### src/sv/ibpm_pkg.sv
// Shared types, codes and the button mask table of the input binding pad mapper.
package ibpm_pkg;

    localparam int BUTTONS_PER_SLOT = 8;
    localparam int VALUE_W          = 16;
    localparam int TYPE_W           = 3;

    // Operation codes.
    localparam logic OP_EVENT = 1'b0;
    localparam logic OP_BIND  = 1'b1;

    // Event kinds.
    localparam logic [3:0] KIND_KEY_DOWN   = 4'd0;
    localparam logic [3:0] KIND_KEY_UP     = 4'd1;
    localparam logic [3:0] KIND_AXIS       = 4'd2;
    localparam logic [3:0] KIND_HAT        = 4'd3;
    localparam logic [3:0] KIND_BTN_DOWN   = 4'd4;
    localparam logic [3:0] KIND_BTN_UP     = 4'd5;
    localparam logic [3:0] KIND_MOUSE_DOWN = 4'd6;
    localparam logic [3:0] KIND_MOUSE_UP   = 4'd7;

    // Binding entry types.
    localparam logic [TYPE_W-1:0] TYPE_UNUSED = 3'd0;
    localparam logic [TYPE_W-1:0] TYPE_KEY    = 3'd1;
    localparam logic [TYPE_W-1:0] TYPE_AXIS   = 3'd2;
    localparam logic [TYPE_W-1:0] TYPE_HAT    = 3'd3;
    localparam logic [TYPE_W-1:0] TYPE_JBTN   = 3'd4;

    localparam logic [7:0] MOUSE_LEFT_MASK  = 8'h02;
    localparam logic [7:0] MOUSE_OTHER_MASK = 8'h01;
    localparam logic [7:0] AXIS_NEG_BYTE    = 8'hFF;

    typedef struct packed {
        logic              operation;
        logic [3:0]        event_kind;
        logic [8:0]        event_code;
        logic              axis_negative;
        logic [3:0]        hat_position;
        logic              mouse_is_left;
        logic [1:0]        bind_slot;
        logic [2:0]        bind_button;
        logic [TYPE_W-1:0] bind_type;
        logic [VALUE_W-1:0] bind_value;
    } t_in_word;

    typedef struct packed {
        logic [7:0] pad_one_bits;
        logic [7:0] pad_two_bits;
    } t_out_word;

    typedef struct packed {
        logic [TYPE_W-1:0]  etype;
        logic [VALUE_W-1:0] value;
    } t_entry;

    typedef struct packed {
        logic [TYPE_W-1:0]  ktype;
        logic [VALUE_W-1:0] value;
        logic               down;
    } t_key;

    typedef struct packed {
        logic hit;
        logic on;
    } t_hit;

    // Pad bit driven by each button position of a slot.
    function automatic logic [7:0] pad_mask(input logic [2:0] btn);
        logic [7:0] m;
        unique case (btn)
            3'd0: m = 8'h10;
            3'd1: m = 8'h20;
            3'd2: m = 8'h40;
            3'd3: m = 8'h80;
            3'd4: m = 8'h01;
            3'd5: m = 8'h02;
            3'd6: m = 8'h04;
            3'd7: m = 8'h08;
            default: m = 8'h00;
        endcase
        return m;
    endfunction

endpackage

### src/sv/ibpm_table.sv
// Binding table memory with per-entry valid bits and a registered read port.
module ibpm_table #(
    parameter int DEPTH = 32,
    parameter int AW    = 5
) (
    input  logic              i_clk,
    input  logic              i_rst_n,
    input  logic              i_we,
    input  logic [AW-1:0]     i_waddr,
    input  ibpm_pkg::t_entry  i_wdata,
    input  logic [AW-1:0]     i_raddr,
    output ibpm_pkg::t_entry  o_rdata
);

    ibpm_pkg::t_entry r_mem [DEPTH];
    logic [DEPTH-1:0] r_vld;
    ibpm_pkg::t_entry r_rd;
    logic             r_rd_vld;

    always_ff @(posedge i_clk) begin
        if (i_we) begin
            r_mem[i_waddr] <= i_wdata;
        end
        r_rd <= r_mem[i_raddr];
    end

    always_ff @(posedge i_clk) begin
        if (!i_rst_n) begin
            r_vld    <= '0;
            r_rd_vld <= 1'b0;
        end else begin
            if (i_we) begin
                r_vld[i_waddr] <= 1'b1;
            end
            r_rd_vld <= r_vld[i_raddr];
        end
    end

    // An entry never written reads as unused with value zero.
    assign o_rdata = r_rd_vld ? r_rd : '0;

endmodule

### src/sv/ibpm_match.sv
// Compare unit shared by every table entry during a scan.
module ibpm_match (
    input  ibpm_pkg::t_entry i_entry,
    input  ibpm_pkg::t_key   i_key,
    output ibpm_pkg::t_hit   o_hit
);

    logic exact;
    logic full_eq;
    logic high_eq;

    assign exact   = (i_key.ktype == ibpm_pkg::TYPE_KEY) || (i_key.ktype == ibpm_pkg::TYPE_JBTN);
    assign full_eq = (i_entry.value == i_key.value);
    assign high_eq = (i_entry.value[15:8] == i_key.value[15:8]);

    always_comb begin
        o_hit.hit = (i_entry.etype == i_key.ktype) && (exact ? full_eq : high_eq);
        o_hit.on  = exact ? i_key.down : full_eq;
    end

endmodule

### src/sv/input_binding_pad_mapper.sv
// Top level of the input binding pad mapper: sequencer, pad state and output register.
//
//  channel  direction  valid        stall        word
//  input    in         i_in_valid   o_in_stall   i_in_word  (ibpm_pkg::t_in_word)
//  output   out        o_out_valid  i_out_stall  o_out_word (ibpm_pkg::t_out_word)
//
// A bind, mouse or ignored word goes to the done state, which loads the output register.
// A key, axis, hat or joystick-button word scans the table one entry a cycle through
// the single memory read port and compare unit, then goes to the done state.
// The input opens again in the cycle after the output register is loaded.
// Reset clears the table valid bits and both pads directly; no clearing pass.
// A stalled output holds the next result back; the input stays stalled until it is loaded.
module input_binding_pad_mapper #(
    parameter int NUM_SLOTS = 4
) (
    input  logic                i_clk,
    input  logic                i_rst_n,
    input  logic                i_in_valid,
    output logic                o_in_stall,
    input  ibpm_pkg::t_in_word  i_in_word,
    output logic                o_out_valid,
    input  logic                i_out_stall,
    output ibpm_pkg::t_out_word o_out_word
);

    localparam int DEPTH = NUM_SLOTS * ibpm_pkg::BUTTONS_PER_SLOT;
    localparam int AW    = $clog2(DEPTH);

    localparam logic [1:0] ST_IDLE = 2'd0;
    localparam logic [1:0] ST_SCAN = 2'd1;
    localparam logic [1:0] ST_DONE = 2'd2;

    logic [1:0]          r_state;
    logic [7:0]          r_pad1;
    logic [7:0]          r_pad2;
    ibpm_pkg::t_key      r_key;
    logic [AW-1:0]       r_rd_addr;
    logic                r_issue;
    logic [AW-1:0]       r_cmp_addr;
    logic                r_cmp_go;
    logic                r_out_valid;
    ibpm_pkg::t_out_word r_out_word;

    logic                in_acc;
    logic                bind_we;
    logic [AW-1:0]       bind_addr;
    ibpm_pkg::t_entry    bind_data;
    ibpm_pkg::t_entry    rd_entry;
    ibpm_pkg::t_hit      hit;
    ibpm_pkg::t_key      n_key;
    logic                start_scan;
    logic [7:0]          mouse_mask;
    logic [7:0]          cmp_mask;

    assign o_in_stall  = (r_state != ST_IDLE);
    assign in_acc      = i_in_valid && !o_in_stall;
    assign o_out_valid = r_out_valid;
    assign o_out_word  = r_out_word;

    assign bind_we   = in_acc && (i_in_word.operation == ibpm_pkg::OP_BIND)
                       && (int'(i_in_word.bind_slot) < NUM_SLOTS);
    assign bind_addr = AW'({i_in_word.bind_slot, i_in_word.bind_button});
    assign bind_data = '{etype: i_in_word.bind_type, value: i_in_word.bind_value};

    ibpm_table #(.DEPTH(DEPTH), .AW(AW)) u_table (
        .i_clk   (i_clk),
        .i_rst_n (i_rst_n),
        .i_we    (bind_we),
        .i_waddr (bind_addr),
        .i_wdata (bind_data),
        .i_raddr (r_rd_addr),
        .o_rdata (rd_entry)
    );

    ibpm_match u_match (
        .i_entry (rd_entry),
        .i_key   (r_key),
        .o_hit   (hit)
    );

    // Search key built from the event word.
    always_comb begin
        n_key      = '0;
        start_scan = 1'b0;
        unique case (i_in_word.event_kind)
            ibpm_pkg::KIND_KEY_DOWN, ibpm_pkg::KIND_KEY_UP: begin
                n_key.ktype = ibpm_pkg::TYPE_KEY;
                n_key.value = {7'd0, i_in_word.event_code};
                n_key.down  = (i_in_word.event_kind == ibpm_pkg::KIND_KEY_DOWN);
                start_scan  = 1'b1;
            end
            ibpm_pkg::KIND_AXIS: begin
                n_key.ktype = ibpm_pkg::TYPE_AXIS;
                n_key.value = {i_in_word.event_code[7:0],
                               i_in_word.axis_negative ? ibpm_pkg::AXIS_NEG_BYTE : 8'h00};
                start_scan  = 1'b1;
            end
            ibpm_pkg::KIND_HAT: begin
                n_key.ktype = ibpm_pkg::TYPE_HAT;
                n_key.value = {i_in_word.event_code[7:0], 4'd0, i_in_word.hat_position};
                start_scan  = 1'b1;
            end
            ibpm_pkg::KIND_BTN_DOWN, ibpm_pkg::KIND_BTN_UP: begin
                n_key.ktype = ibpm_pkg::TYPE_JBTN;
                n_key.value = {8'd0, i_in_word.event_code[7:0]};
                n_key.down  = (i_in_word.event_kind == ibpm_pkg::KIND_BTN_DOWN);
                start_scan  = 1'b1;
            end
            default: begin
                start_scan = 1'b0;
            end
        endcase
    end

    assign mouse_mask = i_in_word.mouse_is_left ? ibpm_pkg::MOUSE_LEFT_MASK
                                                : ibpm_pkg::MOUSE_OTHER_MASK;
    assign cmp_mask   = ibpm_pkg::pad_mask(r_cmp_addr[2:0]);

    always_ff @(posedge i_clk) begin
        if (in_acc) begin
            r_key <= n_key;
        end
        r_cmp_addr <= r_rd_addr;
    end

    always_ff @(posedge i_clk) begin
        if (!i_rst_n) begin
            r_state     <= ST_IDLE;
            r_pad1      <= '0;
            r_pad2      <= '0;
            r_rd_addr   <= '0;
            r_issue     <= 1'b0;
            r_cmp_go    <= 1'b0;
            r_out_valid <= 1'b0;
            r_out_word  <= '0;
        end else begin
            if (r_state == ST_DONE && (!r_out_valid || !i_out_stall)) begin
                r_out_valid <= 1'b1;
            end else if (r_out_valid && !i_out_stall) begin
                r_out_valid <= 1'b0;
            end
            r_cmp_go <= (r_state == ST_SCAN) && r_issue;

            unique case (r_state)
                ST_IDLE: begin
                    if (in_acc) begin
                        if (i_in_word.operation == ibpm_pkg::OP_EVENT && start_scan) begin
                            r_state   <= ST_SCAN;
                            r_rd_addr <= '0;
                            r_issue   <= 1'b1;
                        end else begin
                            r_state <= ST_DONE;
                            if (i_in_word.operation == ibpm_pkg::OP_EVENT) begin
                                if (i_in_word.event_kind == ibpm_pkg::KIND_MOUSE_DOWN) begin
                                    r_pad1 <= r_pad1 | mouse_mask;
                                end else if (i_in_word.event_kind ==
                                             ibpm_pkg::KIND_MOUSE_UP) begin
                                    r_pad1 <= r_pad1 & ~mouse_mask;
                                end
                            end
                        end
                    end
                end
                ST_SCAN: begin
                    if (r_issue) begin
                        if (r_rd_addr == AW'(DEPTH - 1)) begin
                            r_issue <= 1'b0;
                        end else begin
                            r_rd_addr <= r_rd_addr + 1'b1;
                        end
                    end
                    if (r_cmp_go) begin
                        // Address bit 3 is the low bit of the slot: odd slots drive pad two.
                        if (hit.hit) begin
                            if (!r_cmp_addr[3]) begin
                                r_pad1 <= hit.on ? (r_pad1 | cmp_mask) : (r_pad1 & ~cmp_mask);
                            end else begin
                                r_pad2 <= hit.on ? (r_pad2 | cmp_mask) : (r_pad2 & ~cmp_mask);
                            end
                        end
                        if (r_cmp_addr == AW'(DEPTH - 1)) begin
                            r_state <= ST_DONE;
                        end
                    end
                end
                ST_DONE: begin
                    if (!r_out_valid || !i_out_stall) begin
                        r_out_word <= '{pad_one_bits: r_pad1, pad_two_bits: r_pad2};
                        r_state    <= ST_IDLE;
                    end
                end
                default: begin
                    r_state <= ST_IDLE;
                end
            endcase
        end
    end

endmodule

### config.mk
export PLATFORM = sky130hd
export DESIGN_NAME = input_binding_pad_mapper
export DESIGN_NICKNAME = d
export VERILOG_FILES = /design/src/sv/ibpm_pkg.sv /design/src/sv/ibpm_table.sv /design/src/sv/ibpm_match.sv /design/src/sv/input_binding_pad_mapper.sv
export SDC_FILE = /design/constraint.sdc
export NUM_CORES = 1
export LEC_CHECK = 0
export BUFFER_PORTS_ARGS = -buffer_cell sky130_fd_sc_hd__clkbuf_2
export CORE_MARGIN = 1
export CORE_UTILIZATION = 50
export CTS_CLUSTER_DIAMETER = 60
export DETAILED_ROUTE_END_ITERATION = 8
export PLACE_DENSITY_LB_ADDON = 0.2
export SETUP_SLACK_MARGIN = 0.02
export SLEW_MARGIN = 20
export SYNTH_ARGS = -nofsm -noshare
export SYNTH_HDL_FRONTEND = slang
export SYNTH_HIERARCHICAL = 1
export SYNTH_SLANG_ARGS = --single-unit
### constraint.sdc
create_clock -name i_clk -period 7.9 [get_ports i_clk]
set_input_delay 0.395 -clock i_clk [delete_from_list [all_inputs] [get_ports i_clk]]
set_output_delay 0.395 -clock i_clk [all_outputs]
set_load 0.1 [all_outputs]
* Yosys cells after proc, flatten, opt, wreduce, memory -nomap -nowiden
Memories as Yosys holds them, arrays and structs flattened. A register that Yosys moved wholly into a read port is not among the register bits.
Index checks and enable logic that the tools add are counted.
** Cells by class
- Order comparisons :: 3
- Reductions and logical operators :: 27
- $add $sub $neg :: 1
- Multiplexer cells :: 43
- Bitwise operators :: 10
- Eq/ne operators :: 28
** Operator list (count)
- two-way mux 8 bit :: 11
- case mux 19 bit (4 select lines) :: 1
- bitwise OR 32 bit :: 1
- bitwise AND 8 bit :: 3
- two-way mux 5 bit :: 4
- two-way mux 19 bit :: 1
- != test 2 bit (second input constant) :: 9
- equality test 16 bit :: 1
- equality test 4 x 3 -> 1 bit (second input constant) :: 4
- bitwise OR 8 bit :: 2
- case mux 8 bit (2 select lines) :: 1
- two-way mux 1 bit :: 13
- < comparator 5 x 6 -> 1 bit (second input constant) :: 2
- two-way mux 2 bit :: 6
- equality test 5 bit (second input constant) :: 2
- case mux 5 bit (2 select lines) :: 1
- equality test 4 x 2 -> 1 bit (second input constant) :: 2
- equality test 8 bit :: 1
- logical AND 1 bit :: 8
- NOT 2 -> 8 bit :: 1
- NOT 8 bit :: 1
- bitwise OR 8 x 2 -> 8 bit :: 1
- AND reduction 4 bit :: 2
- AND reduction 8 bit :: 1
- other kinds (25) :: 33
** Word-level totals
- Output and inout bits :: 18
- Logic and storage cells :: 129
- Bits in read-only memories :: 64
- Memories kept :: 2
- Bits in writable memories :: 608
- Register bits after elaboration :: 100
- Input bits :: 48
** Memories
- u_table.r_mem :: words 32, width 19, rd ports 1, clocked after memory_dff 1, wr ports 1, line ibpm_table.sv:15 : ibpm_pkg::t_entry r_mem [DEPTH];
- (no name shown) :: words 8, width 8, rd ports 1, clocked after memory_dff 1, wr ports 0, line ibpm_pkg.sv:70 : unique case (btn)

* Longest topological paths before layout
- Word-level depth :: 9
- Gate-level depth with buffers :: 12
- Gate-level depth less buffers :: 9

* Hierarchy
Netlist, hierarchy kept.
** Modules (own cells, without submodules)
- ibpm_table :: sequential area each 19298.5 um2, area an instance 24948.9 um2, cells each 1084, times used 1
- input_binding_pad_mapper :: sequential area each 1701.6 um2, area an instance 3041.7 um2, cells each 288, times used 1
- ibpm_match :: sequential area each 0.0 um2, area an instance 265.3 um2, cells each 31, times used 1

* Least setup slack after synthesis
No wires, ideal clock.
- Kind :: register to register
- Start point :: register r_state[0]
- End point :: memory u_table/r_mem[12][0] (netlist bit), enable pin
- Required time :: 7.504 ns
- Data arrival time :: 2.901 ns
- Library setup time :: 0.396 ns
- Path slack :: 4.603 ns
- Stages on the path, launching flop included :: 7
- Period minus slack after synthesis :: 3.297 ns
- Buffers on the path :: 2
- Cells stage by stage :: dfxtp_1 -> buf_2 -> nor3b_4 -> and2_1 -> or3b_2 -> clkbuf_1 -> nor2_1
** On the way
- Longest elaborated chain between the ends :: 6
** RTL lines
- from (decl) :: line input_binding_pad_mapper.sv:33 : logic [1:0] r_state;
- from (signal assigned) :: line input_binding_pad_mapper.sv:128 : r_state <= ST_IDLE;
- from (signal assigned) :: line input_binding_pad_mapper.sv:148 : r_state <= ST_SCAN;
- from (signal assigned) :: line input_binding_pad_mapper.sv:152 : r_state <= ST_DONE;
- nonzero test 2 bit :: line input_binding_pad_mapper.sv:55 : assign o_in_stall = (r_state != ST_IDLE);
- logical NOT 1 bit :: line input_binding_pad_mapper.sv:56 : assign in_acc = i_in_valid && !o_in_stall;
- logical AND 1 bit :: line input_binding_pad_mapper.sv:56
- named net in_acc :: line input_binding_pad_mapper.sv:44 : logic in_acc;
- logical AND 1 bit :: line input_binding_pad_mapper.sv:60 : assign bind_we = in_acc && (i_in_word.operation == ibpm_pkg::OP_BIND)
- named net bind_we :: line input_binding_pad_mapper.sv:45 : logic bind_we;
- two-way mux 1 bit :: line ibpm_table.sv:21 : if (i_we) begin
- two-way mux 1 bit (not written as such) :: line ibpm_table.sv:22 : r_mem[i_waddr] <= i_wdata;
- to (decl) :: line ibpm_table.sv:15
The timed path passes the listed nets, and every way through them passes these cells.

* Final worst setup path
- Start point :: register r_state[0]
- End point :: memory u_table/r_mem[5][7] (netlist bit), enable pin
Same word-level chain as after synthesis.

==> flow_summary.ini <==
[cts]
holdBufCountCts = 0
cts_resized = 0
htree_levels = 3
cts_root_buf = clkbuf_16
clkLatencyLatePin_ns = 0.61
cts_max_path_buffers = 3
cts_made_buffers = 75
cts.sink_count = 735
clkTransAtPathRegs_ns = 0.06
post-cts-setup-buffers = 0
cts_tree = yes

[synthesis]
yosysTopAreaCell = edfxtp_1
async_flop_share_pct = 0
synth_area_leaders = edfxtp_1, mux4_2, dfxtp_1
synth_edf_count = 628
avgSynthCellArea_um2 = 20.14
syn_area_um2 = 28260
yosys_warnings = 6
syn_inst = 1403
synth.ff_latch_count = 735
syn_nets = 1456
ys_seq_area_share_pct = 74.32
netlist.area_leader.share_pct = 66.74
ys_types = 51
ys.flop_type = edfxtp_1

[critical_path]
critPathMaxFanout = 24
slowest_delay_ns = 1.00
worst-r2r-cell-count = 6
cp_cell_sequence = nor3b_4 > buf_4 > and2_1 > nand3b_1 > nor2_2 > buf_4
reg2reg_from = r_state[0]
path_buf_inv = 2
r2r_end = u_table/r_mem[5][7]
crit_type = register to register
start_kind = register
cp_top_family = simple AND/OR/NAND/NOR gates
cpMostUsedCell = buf_4
reg2reg_setup_slack_ns = 4.53
worstPathRequired_ns = 8.19
arrival_ns = 3.67
worst_setup_path_end_kind = register
cp_slowest_cell = nor2_2

[finish]
seqCellArea_um2 = 21010
fin_cells = 2320
fin_nets = 1563
synthToLayoutAreaGrowth_pct = 13.63
drive_above_1_share_pct = 29.20
diodes = 0
multi_input_area_um2 = 6968
postLayoutCellArea_um2 = 32110
nFillCells = 4088

[global_route]
grt_first_pass_wirelength_mm = 92.74
grt_max_degree = 84
overflow = 0
grt_use_total_pct = 22.72
antenna_found_initial = 1
grt_pass1_vias = 13580

[die]
die_x_um = 239.7
num_rows = 86
start_util_pct = 50.99
num_io_pins = 66
coreArea_um2 = 55420
dieArea_um2 = 57470
die_h_um = 239.7

[pwr]
ir_drop_v = 0.0001949
power_mw = 7.928
power.density_nw_per_um2 = 246.9
leakage_nw = 10.28

[detailed_routing]
wl_mm = 63.48
num_vias = 13880
ant_nets = 0
drt_iter0_drc = 1342
vias_per_cell = 5.982
dr.pass1.iters = 5
drcViolationCount = 0
wl_per_cell_um = 27.36

[run_status]
run_status = complete, no violations

[timing]
fin_tns_setup_ns = 0
maxSlewViolCount = 0
finalSetupViolCount = 0
rsz0062_at_grt = false
fin_skew_ns = 0.02089
hold_slack_ns = 0.09094
fmax_mhz = 296.4
fin_crit_sh_pct = 42.71
relSlewSlack_pct = 27.75
post-route-min-period_ns = 3.374
hold_violations = 0
worst_pin_slew_ns = 1.083

[min_path]
holdPathStages = 2
hold_path.class = input port to register
holdCritStartpoint = i_in_word[37]
min_to = r_key[8]

[placed_design]
io_buffers = 65
gp_congestion = 0.8017
place_area_um2 = 29620
hpwl_mm = 35.96
dp.cells = 2181

[job]
drv_cap = 0
## cells in the final DEF, fill, tap and decap left out, types with 5 or more instances in the layout
cell type	netlist	final
a21boi_0	8	8
a21boi_1	10	10
and2_1	29	29
and3_1	13	13
buf_4	1	34
bufinv_16	0	8
clkbuf_1	36	14
clkbuf_16	0	76
clkbuf_2	0	65
clkinv_1	0	16
clkinv_2	0	11
dfxtp_1	107	103
edfxtp_1	628	628
ha_1	5	5
inv_1	5	5
mux2i_1	21	21
mux4_2	196	196
nand2_1	102	102
nand3_1	17	17
nand3b_1	5	5
nor2_1	46	14
nor2_2	0	24
nor2_4	0	8
nor2b_1	26	26
o21a_1	32	32
xor2_1	18	18
## synth_stat cells (all sizes together), types with 5 or more instances
cell      n
mux4    196
xor2     18
o21a     32
buf      38
and2     29
clkbuf   36
nand3b    5
edfxtp  628
nor2     46
nand3    17
a21boi   18
ha        5
inv       5
and3     13
mux2i    21
nand2   102
a21oi     5
dfxtp   107
nor2b    26
## through the flow
| step | utilization [%] | setup WS (ns) |
|---|---|---|
| final | 57.94 | 4.526 |
| after global routing | 57.94 | 4.374 |
| after CTS | 57.93 | 4.541 |
| after detailed placement | 53.45 | 4.525 |
| after global placement | 53.21 | 4.400 |
| after floorplan | - | 4.603 |
## how the worst max path moves through the flow
stage	slack, ns	depth (start not counted)	to	start
after floorplan	4.60	6	u_table/r_mem[12][0]	r_state[0]
after global placement	4.40	6	u_table/r_mem[24][13]	i_in_valid
after detailed placement	4.52	7	u_table/r_mem[2][0]	i_in_valid
after CTS	4.54	6	u_table/r_mem[2][2]	r_state[0]
after global routing	4.37	6	u_table/r_mem[2][2]	r_state[0]
final	4.53	6	u_table/r_mem[5][7]	r_state[0]
## metal layers
metal / vias to the layer above / share of wire, % / global-route usage (%)
met3: 87 / 6.9 / 4.783
met2: 465 / 47 / 34.30
met1: 7451 / 44 / 33.63
li1: 5874 / - / -
met4: 2 / 2.4 / 6.430
met5: - / 0.011 / 0
## flip-flops by register name, indices dropped and copies added (netlist names), 5 cells and up, named ones only
name,count
cmp_mask,8
o_out_word,16
r_cmp_addr,5
r_key,20
r_pad1,6
r_rd_addr,5
u_table/r_mem,608
u_table/r_rd,19
u_table/r_vld,32
## power breakdown
part	total, mW	switching (mW)	leakage, nW	internal [mW]
Clock	3.53	1.45	1.21	2.08
Combinational	0.156	0.115	2.53	0.0405
Sequential	4.24	0.0112	6.54	4.23
Total	7.93	1.58	10.3	6.35
## layout make-up
cell class	count	share of cell area, %
Clock buffer	94	6.258
Clock inverter	45	1.457
Inverter	5	0.05845
Multi-Input combinational cell	589	21.70
Sequential cell	735	65.44
Tap cell	748	2.915
Timing Repair Buffer	104	2.167
## cells by family (layout without fill, tap and decap cells)
| group | Yosys count | count (layout) | share of synthesized area [%] |
|---|---|---|---|
| DFF | 735 | 735 | 74.32 |
| buffers and inverters | 79 | 248 | 1.475 |
| AOI/OAI and AO/OA | 80 | 80 | 2.196 |
| xor gates and xnor gates | 22 | 22 | 0.6819 |
| adders and majority gates | 5 | 5 | 0.2214 |
| muxes | 219 | 219 | 16.45 |
| and+or+nand+nor | 263 | 263 | 4.658 |
Note: power is estimated with default switching activity, not from simulation.
